**src/rtl/core/rsa_pkg.sv**
```systemverilog
// ----------------------------------------------------------------------------
// rsa_pkg
// Shared widths, command and status codes, and the divider response type
// of the RPN stack ALU.
// ----------------------------------------------------------------------------
package rsa_pkg;

  localparam int DATA_W    = 32;
  localparam int CMD_W     = 3;
  localparam int STATUS_W  = 3;
  localparam int DIV_CNT_W = $clog2(DATA_W);

  typedef logic [CMD_W-1:0]    cmd_t;
  typedef logic [STATUS_W-1:0] status_t;
  typedef logic [DATA_W-1:0]   word_t;

  localparam cmd_t CMD_ADD  = 3'd0;
  localparam cmd_t CMD_SUB  = 3'd1;
  localparam cmd_t CMD_MUL  = 3'd2;
  localparam cmd_t CMD_DIV  = 3'd3;
  localparam cmd_t CMD_PUSH = 3'd4;
  localparam cmd_t CMD_POP  = 3'd5;

  localparam status_t ST_OK      = 3'd0;
  localparam status_t ST_UNDER   = 3'd1;
  localparam status_t ST_DIVZERO = 3'd2;
  localparam status_t ST_EMPTY   = 3'd3;
  localparam status_t ST_OVER    = 3'd4;

  typedef struct packed {
    logic  done;
    word_t quotient;
  } div_rsp_t;

endpackage

```
**src/rtl/core/rsa_if.sv**
```systemverilog
// ----------------------------------------------------------------------------
// rsa_if
// Request and result channels of the RPN stack ALU (valid/ready).
// ----------------------------------------------------------------------------
interface rsa_in_if import rsa_pkg::*; ();
  logic                     valid;
  logic                     ready;
  cmd_t                     cmd;
  logic signed [DATA_W-1:0] push_value;

  modport source (output valid, output cmd, output push_value, input ready);
  modport sink   (input valid, input cmd, input push_value, output ready);
endinterface

interface rsa_out_if import rsa_pkg::*; #(
  parameter int CNT_W = 7
) ();
  logic                     valid;
  logic                     ready;
  status_t                  status;
  logic signed [DATA_W-1:0] popped_value;
  logic [CNT_W-1:0]         depth;

  modport source (output valid, output status, output popped_value, output depth,
                  input ready);
  modport sink   (input valid, input status, input popped_value, input depth,
                  output ready);
endinterface

```
**src/rtl/core/rsa_div.sv**
```systemverilog
// ----------------------------------------------------------------------------
// rsa_div
// Iterative signed divider, one quotient bit per cycle, truncating toward
// zero. The caller never starts it with a zero divisor.
// ----------------------------------------------------------------------------
module rsa_div import rsa_pkg::*; (
  input  logic     clk,
  input  logic     rst_n,
  input  logic     start,
  input  word_t    num,
  input  word_t    den,
  output div_rsp_t rsp
);

  logic                 busy_r, busy_nxt;
  logic                 done_r, done_nxt;
  logic                 neg_r, neg_nxt;
  logic [DIV_CNT_W-1:0] cnt_r, cnt_nxt;
  word_t                quo_r, quo_nxt;
  word_t                rem_r, rem_nxt;
  word_t                den_r, den_nxt;
  logic [DATA_W:0]      rem_sh;
  logic [DATA_W:0]      diff;

  always_comb begin
    busy_nxt = busy_r;
    done_nxt = 1'b0;
    neg_nxt  = neg_r;
    cnt_nxt  = cnt_r;
    quo_nxt  = quo_r;
    rem_nxt  = rem_r;
    den_nxt  = den_r;
    rem_sh   = {rem_r, quo_r[DATA_W-1]};
    diff     = rem_sh - {1'b0, den_r};
    if (start) begin
      busy_nxt = 1'b1;
      neg_nxt  = num[DATA_W-1] ^ den[DATA_W-1];
      // Two's-complement magnitude; the most negative value maps to itself,
      // which is its correct unsigned magnitude.
      quo_nxt  = num[DATA_W-1] ? (~num + word_t'(1)) : num;
      den_nxt  = den[DATA_W-1] ? (~den + word_t'(1)) : den;
      rem_nxt  = '0;
      cnt_nxt  = '0;
    end else if (busy_r) begin
      if (!diff[DATA_W]) begin
        rem_nxt = diff[DATA_W-1:0];
        quo_nxt = {quo_r[DATA_W-2:0], 1'b1};
      end else begin
        rem_nxt = rem_sh[DATA_W-1:0];
        quo_nxt = {quo_r[DATA_W-2:0], 1'b0};
      end
      cnt_nxt = cnt_r + DIV_CNT_W'(1);
      if (cnt_r == DIV_CNT_W'(DATA_W - 1)) begin
        busy_nxt = 1'b0;
        done_nxt = 1'b1;
      end
    end
  end

  always_ff @(posedge clk) begin
    if (!rst_n) begin
      busy_r <= 1'b0;
      done_r <= 1'b0;
    end else begin
      busy_r <= busy_nxt;
      done_r <= done_nxt;
    end
    neg_r <= neg_nxt;
    cnt_r <= cnt_nxt;
    quo_r <= quo_nxt;
    rem_r <= rem_nxt;
    den_r <= den_nxt;
  end

  assign rsp.done     = done_r;
  assign rsp.quotient = neg_r ? (~quo_r + word_t'(1)) : quo_r;

endmodule

```
**src/rtl/core/rpn_stack_alu_unit.sv**
```systemverilog
// ----------------------------------------------------------------------------
// rpn_stack_alu_unit
// Reverse-Polish integer stack machine with a memory-held operand stack.
// ----------------------------------------------------------------------------
// Each request is one command (add, sub, mul, div, push, pop) and yields one
// result carrying a status code, the popped value and the stack depth after
// the command. The stack lives in a single-port-write, registered-read
// memory of STACK_DEPTH words; the depth counter is reset to zero, so the
// memory itself needs no clearing. Requests are handled one at a time: push,
// failed commands and unknown codes go to the result stage, pop reads the
// top entry, add/sub/mul read two entries and write back, a zero-divisor
// divide ends after both reads, and a divide runs the 32-step shift-subtract
// divider before write-back. The next request is taken the cycle after the
// result is registered, even while that result still waits to be taken; the
// block then stalls at its end until the result register frees up.
module rpn_stack_alu_unit import rsa_pkg::*; #(
  parameter int STACK_DEPTH = 64
) (
  input  logic             clk,
  input  logic             rst_n,
  rsa_in_if.sink           in_if,
  rsa_out_if.source        out_if
);

  localparam int AW = (STACK_DEPTH > 1) ? $clog2(STACK_DEPTH) : 1;
  localparam int CW = $clog2(STACK_DEPTH + 1);

  typedef enum logic [6:0] {
    S_IDLE = 7'b0000001,
    S_RD_S = 7'b0000010,
    S_EXEC = 7'b0000100,
    S_DIV  = 7'b0001000,
    S_WB   = 7'b0010000,
    S_POP  = 7'b0100000,
    S_DONE = 7'b1000000
  } state_t;

  state_t        state_r, state_nxt;
  cmd_t          cmd_r, cmd_nxt;
  logic [CW-1:0] count_r, count_nxt;
  word_t         t_r, t_nxt;
  word_t         res_r, res_nxt;
  status_t       st_r, st_nxt;
  word_t         pop_r, pop_nxt;
  logic          out_valid_r, out_valid_nxt;
  status_t       out_status_r, out_status_nxt;
  word_t         out_pop_r, out_pop_nxt;
  logic [CW-1:0] out_depth_r, out_depth_nxt;

  word_t         mem [STACK_DEPTH];
  word_t         rd_data_r;
  logic          mem_we;
  logic [AW-1:0] mem_waddr;
  word_t         mem_wdata;
  logic          mem_re;
  logic [AW-1:0] mem_raddr;

  logic [CW-1:0] cnt_m1;
  logic [CW-1:0] cnt_m2;
  word_t         mul_lo;
  logic          div_start;
  div_rsp_t      div_rsp;

  assign cnt_m1 = count_r - CW'(1);
  assign cnt_m2 = count_r - CW'(2);
  assign mul_lo = rd_data_r * t_r;

  rsa_div u_div (
    .clk   (clk),
    .rst_n (rst_n),
    .start (div_start),
    .num   (t_r),
    .den   (rd_data_r),
    .rsp   (div_rsp)
  );

  always_comb begin
    state_nxt      = state_r;
    cmd_nxt        = cmd_r;
    count_nxt      = count_r;
    t_nxt          = t_r;
    res_nxt        = res_r;
    st_nxt         = st_r;
    pop_nxt        = pop_r;
    out_valid_nxt  = out_valid_r && !out_if.ready;
    out_status_nxt = out_status_r;
    out_pop_nxt    = out_pop_r;
    out_depth_nxt  = out_depth_r;
    mem_we         = 1'b0;
    mem_waddr      = cnt_m2[AW-1:0];
    mem_wdata      = res_r;
    mem_re         = 1'b0;
    mem_raddr      = cnt_m1[AW-1:0];
    div_start      = 1'b0;

    unique case (state_r)
      S_IDLE: begin
        if (in_if.valid) begin
          cmd_nxt   = in_if.cmd;
          st_nxt    = ST_OK;
          pop_nxt   = '0;
          state_nxt = S_DONE;
          unique case (in_if.cmd) inside
            CMD_ADD, CMD_SUB, CMD_MUL, CMD_DIV: begin
              if (count_r < CW'(2)) begin
                st_nxt = ST_UNDER;
              end else begin
                // Fetch the top entry now, the second one next cycle.
                mem_re    = 1'b1;
                state_nxt = S_RD_S;
              end
            end
            CMD_PUSH: begin
              if (count_r == CW'(STACK_DEPTH)) begin
                st_nxt = ST_OVER;
              end else begin
                mem_we    = 1'b1;
                mem_waddr = count_r[AW-1:0];
                mem_wdata = in_if.push_value;
                count_nxt = count_r + CW'(1);
              end
            end
            CMD_POP: begin
              if (count_r == '0) begin
                st_nxt = ST_EMPTY;
              end else begin
                mem_re    = 1'b1;
                state_nxt = S_POP;
              end
            end
            default: begin
            end
          endcase
        end
      end
      S_POP: begin
        pop_nxt   = rd_data_r;
        count_nxt = cnt_m1;
        state_nxt = S_DONE;
      end
      S_RD_S: begin
        t_nxt     = rd_data_r;
        mem_re    = 1'b1;
        mem_raddr = cnt_m2[AW-1:0];
        state_nxt = S_EXEC;
      end
      S_EXEC: begin
        // Read data now holds the second entry; t_r holds the top.
        state_nxt = S_WB;
        case (cmd_r)
          CMD_ADD: res_nxt = rd_data_r + t_r;
          CMD_SUB: res_nxt = rd_data_r - t_r;
          CMD_MUL: res_nxt = mul_lo;
          default: begin
            if (rd_data_r == '0) begin
              st_nxt    = ST_DIVZERO;
              count_nxt = cnt_m2;
              state_nxt = S_DONE;
            end else begin
              div_start = 1'b1;
              state_nxt = S_DIV;
            end
          end
        endcase
      end
      S_DIV: begin
        if (div_rsp.done) begin
          res_nxt   = div_rsp.quotient;
          state_nxt = S_WB;
        end
      end
      S_WB: begin
        mem_we    = 1'b1;
        count_nxt = cnt_m1;
        state_nxt = S_DONE;
      end
      S_DONE: begin
        if (!out_valid_r || out_if.ready) begin
          out_valid_nxt  = 1'b1;
          out_status_nxt = st_r;
          out_pop_nxt    = pop_r;
          out_depth_nxt  = count_r;
          state_nxt      = S_IDLE;
        end
      end
      default: state_nxt = S_IDLE;
    endcase
  end

  // A write always lands in an earlier cycle than any read of the same
  // entry, so the memory needs no bypass path.
  always_ff @(posedge clk) begin
    if (mem_we) begin
      mem[mem_waddr] <= mem_wdata;
    end
    if (mem_re) begin
      rd_data_r <= mem[mem_raddr];
    end
  end

  always_ff @(posedge clk) begin
    if (!rst_n) begin
      state_r     <= S_IDLE;
      count_r     <= '0;
      out_valid_r <= 1'b0;
    end else begin
      state_r     <= state_nxt;
      count_r     <= count_nxt;
      out_valid_r <= out_valid_nxt;
    end
    cmd_r        <= cmd_nxt;
    t_r          <= t_nxt;
    res_r        <= res_nxt;
    st_r         <= st_nxt;
    pop_r        <= pop_nxt;
    out_status_r <= out_status_nxt;
    out_pop_r    <= out_pop_nxt;
    out_depth_r  <= out_depth_nxt;
  end

  assign in_if.ready         = (state_r == S_IDLE);
  assign out_if.valid        = out_valid_r;
  assign out_if.status       = out_status_r;
  assign out_if.popped_value = out_pop_r;
  assign out_if.depth        = out_depth_r;

endmodule
```
**src/flat_wrapper.sv**
```systemverilog
// flat-port wrapper written by rule: the top's interface ports become plain ports
module rpn_stack_alu_unit_flat import rsa_pkg::*;
#(
  parameter int STACK_DEPTH = 64
)
  (clk, rst_n, in_if_valid, in_if_cmd, in_if_push_value, in_if_ready, out_if_valid, out_if_status, out_if_popped_value, out_if_depth, out_if_ready);
  rsa_in_if in_if_i ();
  rsa_out_if out_if_i ();
  input  logic clk;
  input  logic rst_n;
  input wire logic [$bits(in_if_i.valid)-1:0] in_if_valid;
  input wire logic [$bits(in_if_i.cmd)-1:0] in_if_cmd;
  input wire logic [$bits(in_if_i.push_value)-1:0] in_if_push_value;
  output wire logic [$bits(in_if_i.ready)-1:0] in_if_ready;
  output wire logic [$bits(out_if_i.valid)-1:0] out_if_valid;
  output wire logic [$bits(out_if_i.status)-1:0] out_if_status;
  output wire logic [$bits(out_if_i.popped_value)-1:0] out_if_popped_value;
  output wire logic [$bits(out_if_i.depth)-1:0] out_if_depth;
  input wire logic [$bits(out_if_i.ready)-1:0] out_if_ready;
  assign in_if_i.valid = in_if_valid;
  assign in_if_i.cmd = in_if_cmd;
  assign in_if_i.push_value = in_if_push_value;
  assign in_if_ready = in_if_i.ready;
  assign out_if_valid = out_if_i.valid;
  assign out_if_status = out_if_i.status;
  assign out_if_popped_value = out_if_i.popped_value;
  assign out_if_depth = out_if_i.depth;
  assign out_if_i.ready = out_if_ready;
  rpn_stack_alu_unit #(.STACK_DEPTH(STACK_DEPTH)) u_core (.clk(clk), .rst_n(rst_n), .in_if(in_if_i), .out_if(out_if_i));
endmodule
```
**config.mk**
```make
export PLATFORM = sky130hd
export DESIGN_NAME = rpn_stack_alu_unit_flat
export DESIGN_NICKNAME = d
export VERILOG_FILES = /design/src/rtl/core/rsa_pkg.sv /design/src/rtl/core/rsa_if.sv /design/src/rtl/core/rsa_div.sv /design/src/rtl/core/rpn_stack_alu_unit.sv /design/src/flat_wrapper.sv
export SDC_FILE = /design/constraint.sdc
export NUM_CORES = 2
export LEC_CHECK = 0
export BUFFER_PORTS_ARGS = -buffer_cell sky130_fd_sc_hd__clkbuf_2
export CAP_MARGIN = 20
export CORE_MARGIN = 5
export CORE_UTILIZATION = 25
export DETAILED_ROUTE_END_ITERATION = 6
export SYNTH_ARGS = -nofsm -noshare
export SYNTH_HDL_FRONTEND = slang
export SYNTH_SLANG_ARGS = --single-unit
```
**constraint.sdc**
```tcl
create_clock -name clk -period 17.35 [get_ports clk]
set_input_delay 1.735 -clock clk [delete_from_list [all_inputs] [get_ports clk]]
set_output_delay 1.735 -clock clk [all_outputs]
set_load 0.01 [all_outputs]
```
==> metrics.md <==
| Metric | Value |
|---|---|
| Tot Pwr | `12.3 mW` |
| Routed Antenna Nets | `0` |
| Routed len/inst | `23.8 um` |
| Yosys top cell by area | `edfxtp_1` |
| Net Count, Synth | `7653` |
| Die width | `679 um` |
| Max VDD drop | `84.7 uV` |
| Worst path arrival time | `8.52 ns` |
| Core area | `445000 sq um` |
| All-Layer GR Usage | `13.3%` |
| Htree depth | `4` |
| R2R Path End | `u_core.res_r[24]` |
| Hold Path Class | `flip-flop to flip-flop` |
| CTS tree | `yes` |
| Commonest cells after routing, fill and taps aside | `2289 x edfxtp_1, 537 x nand2_1, 512 x mux4_2` |
| Final Setup Violations | `0` |
| First-pass GRT wire length | `455 mm` |
| Avg Inst Size Synth | `16.0 sq um` |
| Async SR Flop Fraction | `0%` |
| Post-CTS Setup Bufs | `0` |
| Clock Tree Root | `clkbuf_16` |
| Fin nets | `7769` |
| Layout Skew | `0.119 ns` |
| DP Area | `120000 sq um` |
| Setup TNS | `0 ns` |
| CP endpoint kind | `flip-flop` |
| Share of layout cells above drive strength 1 | `18.1%` |
| Initial antenna violation count | `35` |
| Post-synth EDFFs | `2289` |
| DRT iter0 DRCs | `6200` |
| Synth Instances | `7006` |
| Top cell type's share of synthesized area | `61.5%` |
| Vias | `62400` |
| FF-to-FF path depth | `24` |
| CTS Buffer Depth | `4` |
| Synth Flop Type | `edfxtp_1` |
| Post-synthesis sequential area ratio | `62.5%` |
| PwrDens | `96.6 nW/um^2` |
| Area grow syn2layout | `14.1%` |
| Largest net degree at the start of global routing | `120` |
| RSZ-0062 raised after global routing | `no` |
| CTS Buf Count | `227` |
| GRT overflow | `0` |
| CP max FO | `20` |
| Yosys cell types | `84` |
| Max Fclk | `125 MHz` |
| DRC | `0` |
| Dpl hpwl | `192 mm` |
| IO Port Bufs | `82` |
| Tmin final | `8.02 ns` |
| Most common cell after layout, fill and taps aside | `edfxtp_1` |
| Total Routed Length | `314 mm` |
| Crit start category | `flip-flop` |
| Hold path depth | `0` |
| Die height | `679 um` |
| TritonRoute pass-1 iters | `6` |
| Fin crit share | `46.2%` |
| Worst EP required | `17.85 ns` |
| CTS Hold Buffers Added | `0` |
| Yosys reg bits | `2343` |
| Routability cong. | `0.862` |
| Netlist Area Pre-Place | `112000 sq um` |
| Critical path class | `flip-flop to flip-flop` |
| Hold Path Sink | `u_core.out_if.popped_value[18]` |
| Max-cap violation count | `0` |
| YS warnings | `0` |
| Slew Limit Fails | `0` |
| Final Util | `28.6%` |
| Status | `completed` |
| Die area | `461000 sq um` |
| Rows | `245` |
| Leakage power | `44.1 nW` |
| Reg2reg setup slack | `9.33 ns` |
| Io pins | `83` |
| Vias in the first global route | `64600` |
| Leading post-synthesis cells by cell area | `edfxtp_1 61%, mux4_2 10%, fa_1 7.3%` |
| Min Hold Slack | `0.416 ns` |
| Final hold vios | `0` |
| Initial Utilization | `25.1%` |
| R2r startpoint | `u_core.t_r[2]` |
| Worst-Margin Slew | `1.15 ns` |
| Sink Count | `2343` |
| Vias per cell | `4.71` |
| Post-cts resize count | `0` |
| Slew margin rel. | `23.0%` |
| Worst skew pair latency | `0.90 ns` |
| Hold_sp | `u_core.pop_r[18]` |
| CTS clock-pin slew for the worst setup and hold paths | `0.07 ns` |
| Fin area | `128000 sq um` |
per-stage QoR:
stage | instances | setup slack (ns)
floorplan | 7006 | 10.15
global placement | 12800 | 9.09
detailed placement | 12800 | 9.39
CTS | 13200 | 9.33
global route | 13200 | 9.02
finish | 13200 | 9.33
sequential cells by signal, summed over array words and instances (netlist names), 5 cells and up:
| register | count |
|---|---|
| u_core.out_if.popped_value | 32 |
| u_core.mem | 2048 |
| u_core.t_r | 32 |
| u_core.count_r | 7 |
| u_core.u_div.quo_r | 32 |
| u_core.u_div.den_r | 32 |
| u_core.u_div.cnt_r | 5 |
| u_core.out_if.depth | 7 |
| u_core.u_div.rem_r | 32 |
| u_core.state_r | 7 |
| u_core.pop_r | 32 |
| u_core.res_r | 32 |
| u_core.rd_data_r | 32 |
layer usage:
metal / routed length [um] / global-route usage [%] / part of all wire (%)
met4: 11400 / 4.65 / 3.6
met1: 125000 / 17.1 / 40
met5: 194 / 0.281 / 0.062
met2: 155000 / 22.5 / 49
met3: 22300 / 2.29 / 7.1
cell usage after synthesis, types with 37 or more instances:
master,instances
a211oi_1,89
a21oi_1,197
a22oi_1,46
and2_1,314
and3_1,44
buf_1,87
clkbuf_1,303
dfxtp_1,54
edfxtp_1,2289
fa_1,410
ha_1,198
inv_1,438
mux2_2,65
mux2i_1,138
mux4_2,512
nand2_1,570
nor2_1,203
nor2b_1,85
nor3_1,48
o21ai_0,221
o221ai_1,37
xnor2_1,139
xor2_1,120
layout make-up:
type | instances | area, sq um
clock inverters | 115 | 938
clock buffers | 287 | 6070
diodes | 7 | 17.5
inverters | 440 | 1650
repair buffers | 291 | 2140
well taps | 5928 | 7420
multi-input cells | 3819 | 39500
flip-flops and latches | 2343 | 69800
fillers | 44000 | 318000
logic make-up after synthesis:
family / synth area share (%)
AO/OA/AOI/OAI: 4.52
buffers and inverters: 2.86
flip-flops: 62.5
XOR/XNOR: 2.03
adder cells (fa/ha/maj): 9.56
AND/OR/NAND/NOR: 6.37
multiplexers: 12.2
report_power, final:
| part | switching [mW] | internal, mW | total (mW) | leakage [nW] |
|---|---|---|---|---|
| clock network | 2.10 | 2.66 | 4.75 | 3.42 |
| logic | 0.826 | 0.537 | 1.36 | 19.6 |
| registers | 0.0159 | 6.19 | 6.20 | 21.1 |
worst max-delay path, stage by stage (launching register included):
cell,delay [ns]
edfxtp_1,0.65
buf_4,0.32
and2_1,0.19
fa_1,0.53
inv_1,0.05
fa_1,0.49
fa_1,0.46
fa_1,0.56
inv_1,0.06
fa_1,0.50
inv_1,0.06
fa_1,0.55
inv_1,0.05
fa_1,0.39
fa_1,0.48
ha_1,0.36
nand2_1,0.12
nand2b_1,0.06
a21oi_1,0.14
o21ai_0,0.10
a221oi_1,0.98
a21o_1,0.24
xnor2_1,0.08
a21oi_1,0.17
a22oi_1,0.09
how the worst max path moves through the flow:
stage                        startpoint          endpoint  slack [ns]
final                     u_core.t_r[2]  u_core.res_r[24]        9.33
after global routing      u_core.t_r[2]  u_core.res_r[30]        9.02
after CTS                 u_core.t_r[2]  u_core.res_r[24]        9.33
after detailed placement  u_core.t_r[2]  u_core.res_r[30]        9.39
after global placement    u_core.t_r[5]  u_core.res_r[30]        9.09
after floorplan           u_core.t_r[7]  u_core.res_r[31]       10.15
(Power assumes the default switching activity.)
